$ cat src/rtl/core/spq_pkg.sv
// shared types and codes for the sorted priority queue
`default_nettype none

package spq_pkg;

  // value width of one stored entry
  localparam int VALUE_W = 32;

  // operation codes carried on in_tuser
  localparam logic [1:0] KIND_INSERT = 2'd0;
  localparam logic [1:0] KIND_REMOVE = 2'd1;
  localparam logic [1:0] KIND_FIND   = 2'd2;

  typedef logic signed [VALUE_W-1:0] value_t;

  // per-cycle commands broadcast to every cell
  typedef struct packed {
    logic load;   // capture compare flags into the walk chain
    logic shift;  // move walk flags one cell toward the head
    logic ins;    // open a slot and insert the key
    logic rem;    // close the slot of the first equal entry
  } cell_op_t;

  // what one cell shows its neighbors
  typedef struct packed {
    value_t value;
    logic   occ;   // cell holds an entry
    logic   gt;    // entry is greater than the key
    logic   mark;  // walk flag: greater than key
    logic   hit;   // walk flag: equal to key
  } cell_link_t;

endpackage

`default_nettype wire

$ cat src/rtl/core/spq_cell.sv
// one storage cell of the sorted chain
`default_nettype none

module spq_cell
  import spq_pkg::*;
(
  input  wire logic       clk,
  input  wire logic       rst_n,
  input  wire cell_op_t   op,
  input  wire value_t     key,
  input  wire cell_link_t up_lnk,   // neighbor nearer the head
  input  wire cell_link_t dn_lnk,   // neighbor farther from the head
  output cell_link_t      self_lnk
);

  value_t val_r, val_nxt;
  logic   occ_r, occ_nxt;
  logic   mark_r, mark_nxt;
  logic   hit_r, hit_nxt;
  logic   gt;
  logic   eq;

  // local compare against the broadcast key
  assign gt = occ_r && (val_r > key);
  assign eq = occ_r && (val_r == key);

  // entry update: keep greater entries, shift the rest
  always_comb begin
    val_nxt = val_r;
    occ_nxt = occ_r;
    if (op.ins && !gt) begin
      val_nxt = up_lnk.gt ? key : up_lnk.value;
      occ_nxt = occ_r | up_lnk.occ;
    end else if (op.rem && !gt) begin
      val_nxt = dn_lnk.value;
      occ_nxt = dn_lnk.occ;
    end
  end

  // walk flags: load from compare, then drift toward the head
  always_comb begin
    mark_nxt = mark_r;
    hit_nxt  = hit_r;
    if (op.load) begin
      mark_nxt = gt;
      hit_nxt  = eq;
    end else if (op.shift) begin
      mark_nxt = dn_lnk.mark;
      hit_nxt  = dn_lnk.hit;
    end
  end

  always_ff @(posedge clk) begin
    if (!rst_n) begin
      occ_r <= 1'b0;
    end else begin
      occ_r <= occ_nxt;
    end
  end

  always_ff @(posedge clk) begin
    val_r  <= val_nxt;
    mark_r <= mark_nxt;
    hit_r  <= hit_nxt;
  end

  assign self_lnk.value = val_r;
  assign self_lnk.occ   = occ_r;
  assign self_lnk.gt    = gt;
  assign self_lnk.mark  = mark_r;
  assign self_lnk.hit   = hit_r;

endmodule

`default_nettype wire

$ cat src/rtl/core/sorted_priority_queue_unit.sv
// top level of the sorted priority queue: cell chain and sequencer
//
//  channel | ports                   | word contents (lowest bit up)
//  --------+-------------------------+------------------------------------------
//  input   | in_tvalid/tready/tdata  | tdata: value[31:0]; tuser: kind[1:0]
//  result  | out_tvalid/tready/tdata | success, position[3:0], count[4:0],
//          |                         | head_value[31:0], head_valid, zero fill
//
//  the sequencer steps through compare, walk, update and result states, then
//  takes the next word; out_tvalid rises as the result state loads the output
//  register; the compare flags walk toward the head one cell per cycle to count
//  k, the stored entries greater than the value (at most the entry count)
//  reset clears the entry count and cell occupancy; entry values are not cleared
//  the result sits in an output register and the next word may be accepted while
//  it waits; that word then holds the sequencer in its result state until the
//  register is taken
`default_nettype none

module sorted_priority_queue_unit
  import spq_pkg::*;
#(
  parameter int DEPTH = 16
) (
  input  wire logic        clk,
  input  wire logic        rst_n,
  input  wire logic        in_tvalid,
  output logic             in_tready,
  input  wire logic [31:0] in_tdata,   // value[31:0]
  input  wire logic [1:0]  in_tuser,   // kind[1:0]
  output logic             out_tvalid,
  input  wire logic        out_tready,
  output logic [47:0]      out_tdata   // success, position[4:1], count[9:5],
                                       // head_value[41:10], head_valid[42]
);

  localparam int CW = $clog2(DEPTH + 1);

  localparam logic [2:0] S_IDLE = 3'd0;
  localparam logic [2:0] S_CMP  = 3'd1;
  localparam logic [2:0] S_WALK = 3'd2;
  localparam logic [2:0] S_UPD  = 3'd3;
  localparam logic [2:0] S_RES  = 3'd4;

  logic [2:0]    state_r, state_nxt;
  logic [1:0]    kind_r;
  value_t        key_r;
  logic [CW-1:0] count_r, count_nxt;
  logic [CW-1:0] walk_r, walk_nxt;
  logic          found_r, found_nxt;
  logic          ok_r, ok_nxt;
  logic [CW-1:0] pos_r, pos_nxt;
  logic          out_valid_r, out_valid_nxt;
  logic [47:0]   out_data_r;
  logic          full;
  logic          in_fire;
  logic          res_load;
  cell_op_t      op;
  cell_link_t    lnk [DEPTH];
  cell_link_t    head_lnk;
  cell_link_t    tail_lnk;
  logic [DEPTH-1:0] occ_vec;
  logic [31:0]   pos_ext;
  logic [31:0]   cnt_ext;

  assign full      = (count_r == CW'(DEPTH));
  assign in_tready = (state_r == S_IDLE);
  assign in_fire   = in_tvalid && in_tready;
  assign res_load  = (state_r == S_RES) && (!out_valid_r || out_tready);

  // boundary links: an always-greater slot before the head, an empty one past the tail
  always_comb begin
    head_lnk       = '0;
    head_lnk.occ   = 1'b1;
    head_lnk.gt    = 1'b1;
    tail_lnk       = '0;
  end

  // commands to the cells
  always_comb begin
    op       = '0;
    op.load  = (state_r == S_CMP);
    op.shift = (state_r == S_WALK) && lnk[0].mark;
    op.ins   = (state_r == S_UPD) && (kind_r == KIND_INSERT) && !full;
    op.rem   = (state_r == S_UPD) && (kind_r == KIND_REMOVE) && found_r;
  end

  // cell chain
  genvar gi;
  generate
    for (gi = 0; gi < DEPTH; gi++) begin : g_cell
      cell_link_t up_w;
      cell_link_t dn_w;
      if (gi == 0) begin : g_first
        assign up_w = head_lnk;
      end else begin : g_mid_up
        assign up_w = lnk[gi-1];
      end
      if (gi == DEPTH - 1) begin : g_last
        assign dn_w = tail_lnk;
      end else begin : g_mid_dn
        assign dn_w = lnk[gi+1];
      end
      spq_cell u_cell (
        .clk      (clk),
        .rst_n    (rst_n),
        .op       (op),
        .key      (key_r),
        .up_lnk   (up_w),
        .dn_lnk   (dn_w),
        .self_lnk (lnk[gi])
      );
      assign occ_vec[gi] = lnk[gi].occ;
    end
  endgenerate

  // sequencer
  always_comb begin
    state_nxt = state_r;
    count_nxt = count_r;
    walk_nxt  = walk_r;
    found_nxt = found_r;
    ok_nxt    = ok_r;
    pos_nxt   = pos_r;
    case (state_r)
      S_IDLE: begin
        if (in_fire) begin
          state_nxt = S_CMP;
        end
      end
      S_CMP: begin
        walk_nxt  = '0;
        state_nxt = S_WALK;
      end
      S_WALK: begin
        if (lnk[0].mark) begin
          walk_nxt = walk_r + 1'b1;
        end else begin
          found_nxt = lnk[0].hit;
          state_nxt = S_UPD;
        end
      end
      S_UPD: begin
        case (kind_r)
          KIND_INSERT: ok_nxt = !full;
          KIND_REMOVE: ok_nxt = found_r;
          KIND_FIND:   ok_nxt = found_r;
          default:     ok_nxt = 1'b0;
        endcase
        pos_nxt = ok_nxt ? walk_r : '0;
        if (op.ins) begin
          count_nxt = count_r + 1'b1;
        end else if (op.rem) begin
          count_nxt = count_r - 1'b1;
        end
        state_nxt = S_RES;
      end
      S_RES: begin
        if (res_load) begin
          state_nxt = S_IDLE;
        end
      end
      default: state_nxt = S_IDLE;
    endcase
  end

  always_ff @(posedge clk) begin
    if (!rst_n) begin
      state_r <= S_IDLE;
      count_r <= '0;
    end else begin
      state_r <= state_nxt;
      count_r <= count_nxt;
    end
  end

  // operand and walk payload
  always_ff @(posedge clk) begin
    if (in_fire) begin
      kind_r <= in_tuser;
      key_r  <= value_t'(in_tdata);
    end
    walk_r  <= walk_nxt;
    found_r <= found_nxt;
    ok_r    <= ok_nxt;
    pos_r   <= pos_nxt;
  end

  // output register
  assign pos_ext = 32'(pos_r);
  assign cnt_ext = 32'(count_r);

  always_comb begin
    out_valid_nxt = out_valid_r;
    if (res_load) begin
      out_valid_nxt = 1'b1;
    end else if (out_tready) begin
      out_valid_nxt = 1'b0;
    end
  end

  always_ff @(posedge clk) begin
    if (!rst_n) begin
      out_valid_r <= 1'b0;
    end else begin
      out_valid_r <= out_valid_nxt;
    end
  end

  always_ff @(posedge clk) begin
    if (res_load) begin
      out_data_r <= {5'd0,
                     lnk[0].occ,
                     lnk[0].occ ? lnk[0].value : value_t'(0),
                     cnt_ext[4:0],
                     pos_ext[3:0],
                     ok_r};
    end
  end

  assign out_tvalid = out_valid_r;
  assign out_tdata  = out_data_r;

  // checks
  a_count_bound: assert property (@(posedge clk) disable iff (!rst_n)
    count_r <= CW'(DEPTH))
    else $error("entry count above depth");

  a_occ_matches_count: assert property (@(posedge clk) disable iff (!rst_n)
    $countones(occ_vec) == 32'(count_r))
    else $error("cell occupancy disagrees with entry count");

  a_walk_bound: assert property (@(posedge clk) disable iff (!rst_n)
    (state_r == S_WALK) |-> (walk_r <= count_r))
    else $error("walk ran past the stored entries");

  a_insert_grows: assert property (@(posedge clk) disable iff (!rst_n)
    op.ins |=> (count_r == $past(count_r) + 1'b1))
    else $error("insert did not add one entry");

  a_remove_shrinks: assert property (@(posedge clk) disable iff (!rst_n)
    op.rem |=> (count_r == $past(count_r) - 1'b1))
    else $error("remove did not drop one entry");

endmodule

`default_nettype wire

$ cat config.mk
export PLATFORM = sky130hd
export DESIGN_NAME = sorted_priority_queue_unit
export DESIGN_NICKNAME = d
export VERILOG_FILES = /design/src/rtl/core/spq_pkg.sv /design/src/rtl/core/spq_cell.sv /design/src/rtl/core/sorted_priority_queue_unit.sv
export SDC_FILE = /design/constraint.sdc
export NUM_CORES = 2
export LEC_CHECK = 0
export ABC_AREA = 1
export BUFFER_PORTS_ARGS = -buffer_cell sky130_fd_sc_hd__buf_2
export CAP_MARGIN = 30
export CORE_UTILIZATION = 25
export CTS_CLUSTER_SIZE = 40
export DETAILED_ROUTE_END_ITERATION = 7
export MAX_ROUTING_LAYER = met4
export SLEW_MARGIN = 20
export SYNTH_ARGS = -nofsm -noshare
export SYNTH_HDL_FRONTEND = slang
export SYNTH_SLANG_ARGS = --single-unit
$ cat constraint.sdc
create_clock -name clk -period 13.65 [get_ports clk]
set_clock_uncertainty 0.1 [all_clocks]
set_input_delay 0.6825 -clock clk [delete_from_list [all_inputs] [get_ports clk]]
set_output_delay 0.6825 -clock clk [all_outputs]
set_load 0.03 [all_outputs]
==> impl_metrics.toml <==
[status]
status = "complete, no violations"

[pwr]
comb_power_share = 0.116
intPower_uw = 3660
total_power_uw = 5020
clkPwrFrac = 0.431
switching_power_uw = 1360
power_leakage_uw = 0.0230
switching_share = 0.271
p_per_area_nw_per_um2 = 99.8
ir_worst_vdd_mv = 0.0962
seq_power_share = 0.452

[die]
rows = 154
core_um2 = 177000
die_w_um = 425
initial_utilization = 0.253
die_h_um = 425
dieArea_um2 = 180000
io_pins = 88

[route]
firstDrtPassIters = 6
vias = 39800
wl_per_cell_um = 19.8
remaining_drc_errors = 0
via_per_inst = 5.00
ant_nets = 0
first_iter_violations = 4213
routed_wl_um = 158000

[cts]
clockRootBuffer = "clkbuf_16"
cts.sinks = 656
clk_latency_ns = 0.67
clkTransAtPathRegs_ns = 0.06
postCtsSetupBuffers = 0
htreeDepth = 3
cts_tree = "built"
cts_buffers = 79
hold_buffers = 0
clock_path_buffers = 3
cts_resized = 0

[worst_setup_path]
crit_path_max_incr_delay_ns = 0.79
reg2reg_depth = 19
cp.arrival_ns = 5.56
r2r_setup_slack_ns = 8.39
reg2reg_from = "key_r[5]"
critPathLaunch = "key_r[5]"
crit_fanout = 36
reg2reg_to = "g_cell[14].u_cell.val_r[18]"
crit_path_frequent_cell = "nand2_1"
crit_chain = "inv_1 -> buf_4 -> buf_4 -> ha_1 -> a21oi_1 -> nor2_1 -> nor2_1 -> nand2_1 -> nand2_1 -> nand2_1 -> nand2_1 -> nand2_1 -> nand2_2 -> buf_4 -> nand3_4 -> nand2_2 -> inv_2 -> nand2_1 -> nand2_1"
critPathCaptureType = "flip-flop"
worstPathRequired_ns = 13.95
cp_top_family = "simple AND/OR/NAND/NOR gates"
path_class = "reg -> reg"
slowest_stage = "nand2_2"
crit_buf_inv = 5
start_kind = "flip-flop"

[timing]
fmax_mhz = 190
slew_headroom = 0.432
worstMarginPinSlew_ns = 0.852
setup_violations = 0
rsz0062_at_grt = "no"
setup_tns_ns = 0
min_period_over_period = 0.385
slew_violations = 0
finalCriticalPeriod_ns = 5.26
hold_viol = 0

[worst_hold_path]
min_from = "in_tuser[0]"
hold_end = "kind_r[0]"
whs_path_depth = 1
holdCritPathClass = "in -> reg"

[place]
dpl.cell_count = 7814
placed_area_um2 = 47600
dp_hpwl_um = 113000
routabilityCongestion = 0.962
numPortBuffers = 82

[global_route]
grt_usage = 0.175
grt_pass1_vias = 38100
antenna_found_initial = 6
grt_max_degree = 69
grt_pass1_wl_um = 235000
overflow = 0

[finish]
final_common_cell = "nand2_1"
layout.nets = 6117
drive_above_1_share = 0.0621
final_cell_mix = "2510 x nand2_1, 631 x edfxtp_1, 519 x ha_1"
area_growth_pct = 12.6
layout.filler_cells = 19100
design_area_um2 = 50300
fin_cells = 7964

[yosys]
synth_top_cell_area_share = 0.424
synth_warnings = 0
syn_area_um2 = 44700
yosys-top-cells-area = "edfxtp_1 42%, nand2_1 21%, ha_1 15%"
syn_inst = 5552
syn_avg_cell_area_um2 = 8.05
ys_types = 41
post-synth-top-area-cell = "edfxtp_1"
yosysSeqAreaShare = 0.435
ys_seq_elements = 656

[run]
max-cap-violations = 0
how the worst max path moves through the flow:
stage / endpoint / slack [ns] / cells past startpoint
5_1_grt: g_cell[14].u_cell.val_r[18] / 8.21 / 19
3_5_place_dp: g_cell[14].u_cell.val_r[18] / 8.52 / 19
4_1_cts: g_cell[14].u_cell.val_r[18] / 8.50 / 19
2_1_floorplan: out_tdata[0] / 8.18 / 2
3_3_place_gp: g_cell[1].u_cell.val_r[0] / 7.86 / 14
6_report: g_cell[14].u_cell.val_r[18] / 8.39 / 19
Yosys cell counts (all sizes together):
cell     number
a21o         15
a21oi       285
a31oi         1
and2          2
and3          9
buf         147
clkbuf      115
clkinv        1
conb          1
dfxtp        25
edfxtp      631
fa            1
ha          519
inv         309
nand2      2521
nand3       106
nand4       102
nor2        172
nor3         12
nor3b         3
nor4          4
o2111ai       1
o211ai       76
o21a         30
o21ai       458
o21bai        1
o31ai         2
xnor2         2
xor2          1
cell type report:
class                           count  area (µm²)  area share
Clock inverter                     41         408     0.00811
Timing Repair Buffer              184        1310      0.0260
Inverter                          310        1160      0.0231
Tap cell                         2340        2930      0.0582
Multi-Input combinational cell   4328       22900       0.455
Clock buffer                      103        2160      0.0430
Antenna cell                        2        5.00   0.0000995
Sequential cell                   656       19400       0.387
registers in the layout (all words and copies together), names as in the netlist:
| register | cells |
|---|---|
| g_cell.u_cell.val_r | 512 |
| g_cell.u_cell.hit_r | 16 |
| state_r | 3 |
| walk_r | 4 |
| count_r | 5 |
| key_r | 32 |
| out_tvalid | 1 |
| g_cell.u_cell.occ_r | 16 |
| g_cell.u_cell.mark_r | 16 |
| kind_r | 2 |
| found_r | 1 |
| pos_r | 4 |
| out_tdata | 43 |
| ok_r | 1 |
routing by layer:
layer,global-route usage,vias up,wire [µm]
li1,-,18700,-
met2,0.278,1684,72700
met1,0.220,19100,64500
met3,0.0335,380,14200
met5,-,-,0
met4,0.0676,0,6630
kinds of logic (layout without fill, tap and decap cells):
family | after synthesis | after routing | share of synthesized area
flip-flops | 656 | 656 | 0.435
AO/OA/AOI/OAI | 869 | 869 | 0.104
other | 1 | 7 | 0.0000839
buffers and inverters | 572 | 638 | 0.0546
AND/OR/NAND/NOR | 2931 | 2931 | 0.259
adder cells (fa/ha/maj) | 520 | 520 | 0.146
XOR/XNOR | 3 | 3 | 0.000588
per-stage QoR:
step | setup slack, ns | hold slack [ns] | utilization
floorplan | 8.18 | 0.300 | -
global placement | 7.86 | 0.307 | 0.269
detailed placement | 8.52 | 0.306 | 0.269
CTS | 8.50 | 0.0648 | 0.284
global route | 8.21 | 0.0668 | 0.284
finish | 8.39 | 0.0953 | 0.284
power by group through the flow:
stage | clock [µW] | combinational, µW | sequential (µW)
floorplan | 0 | 361 | 2300
CTS | 2190 | 575 | 2270
detailed placement | 0 | 572 | 2310
finish | 2170 | 585 | 2270
global route | 2250 | 646 | 2270
global placement | 0 | 554 | 2310
No activity file was read; power rests on OpenSTA's default activity.
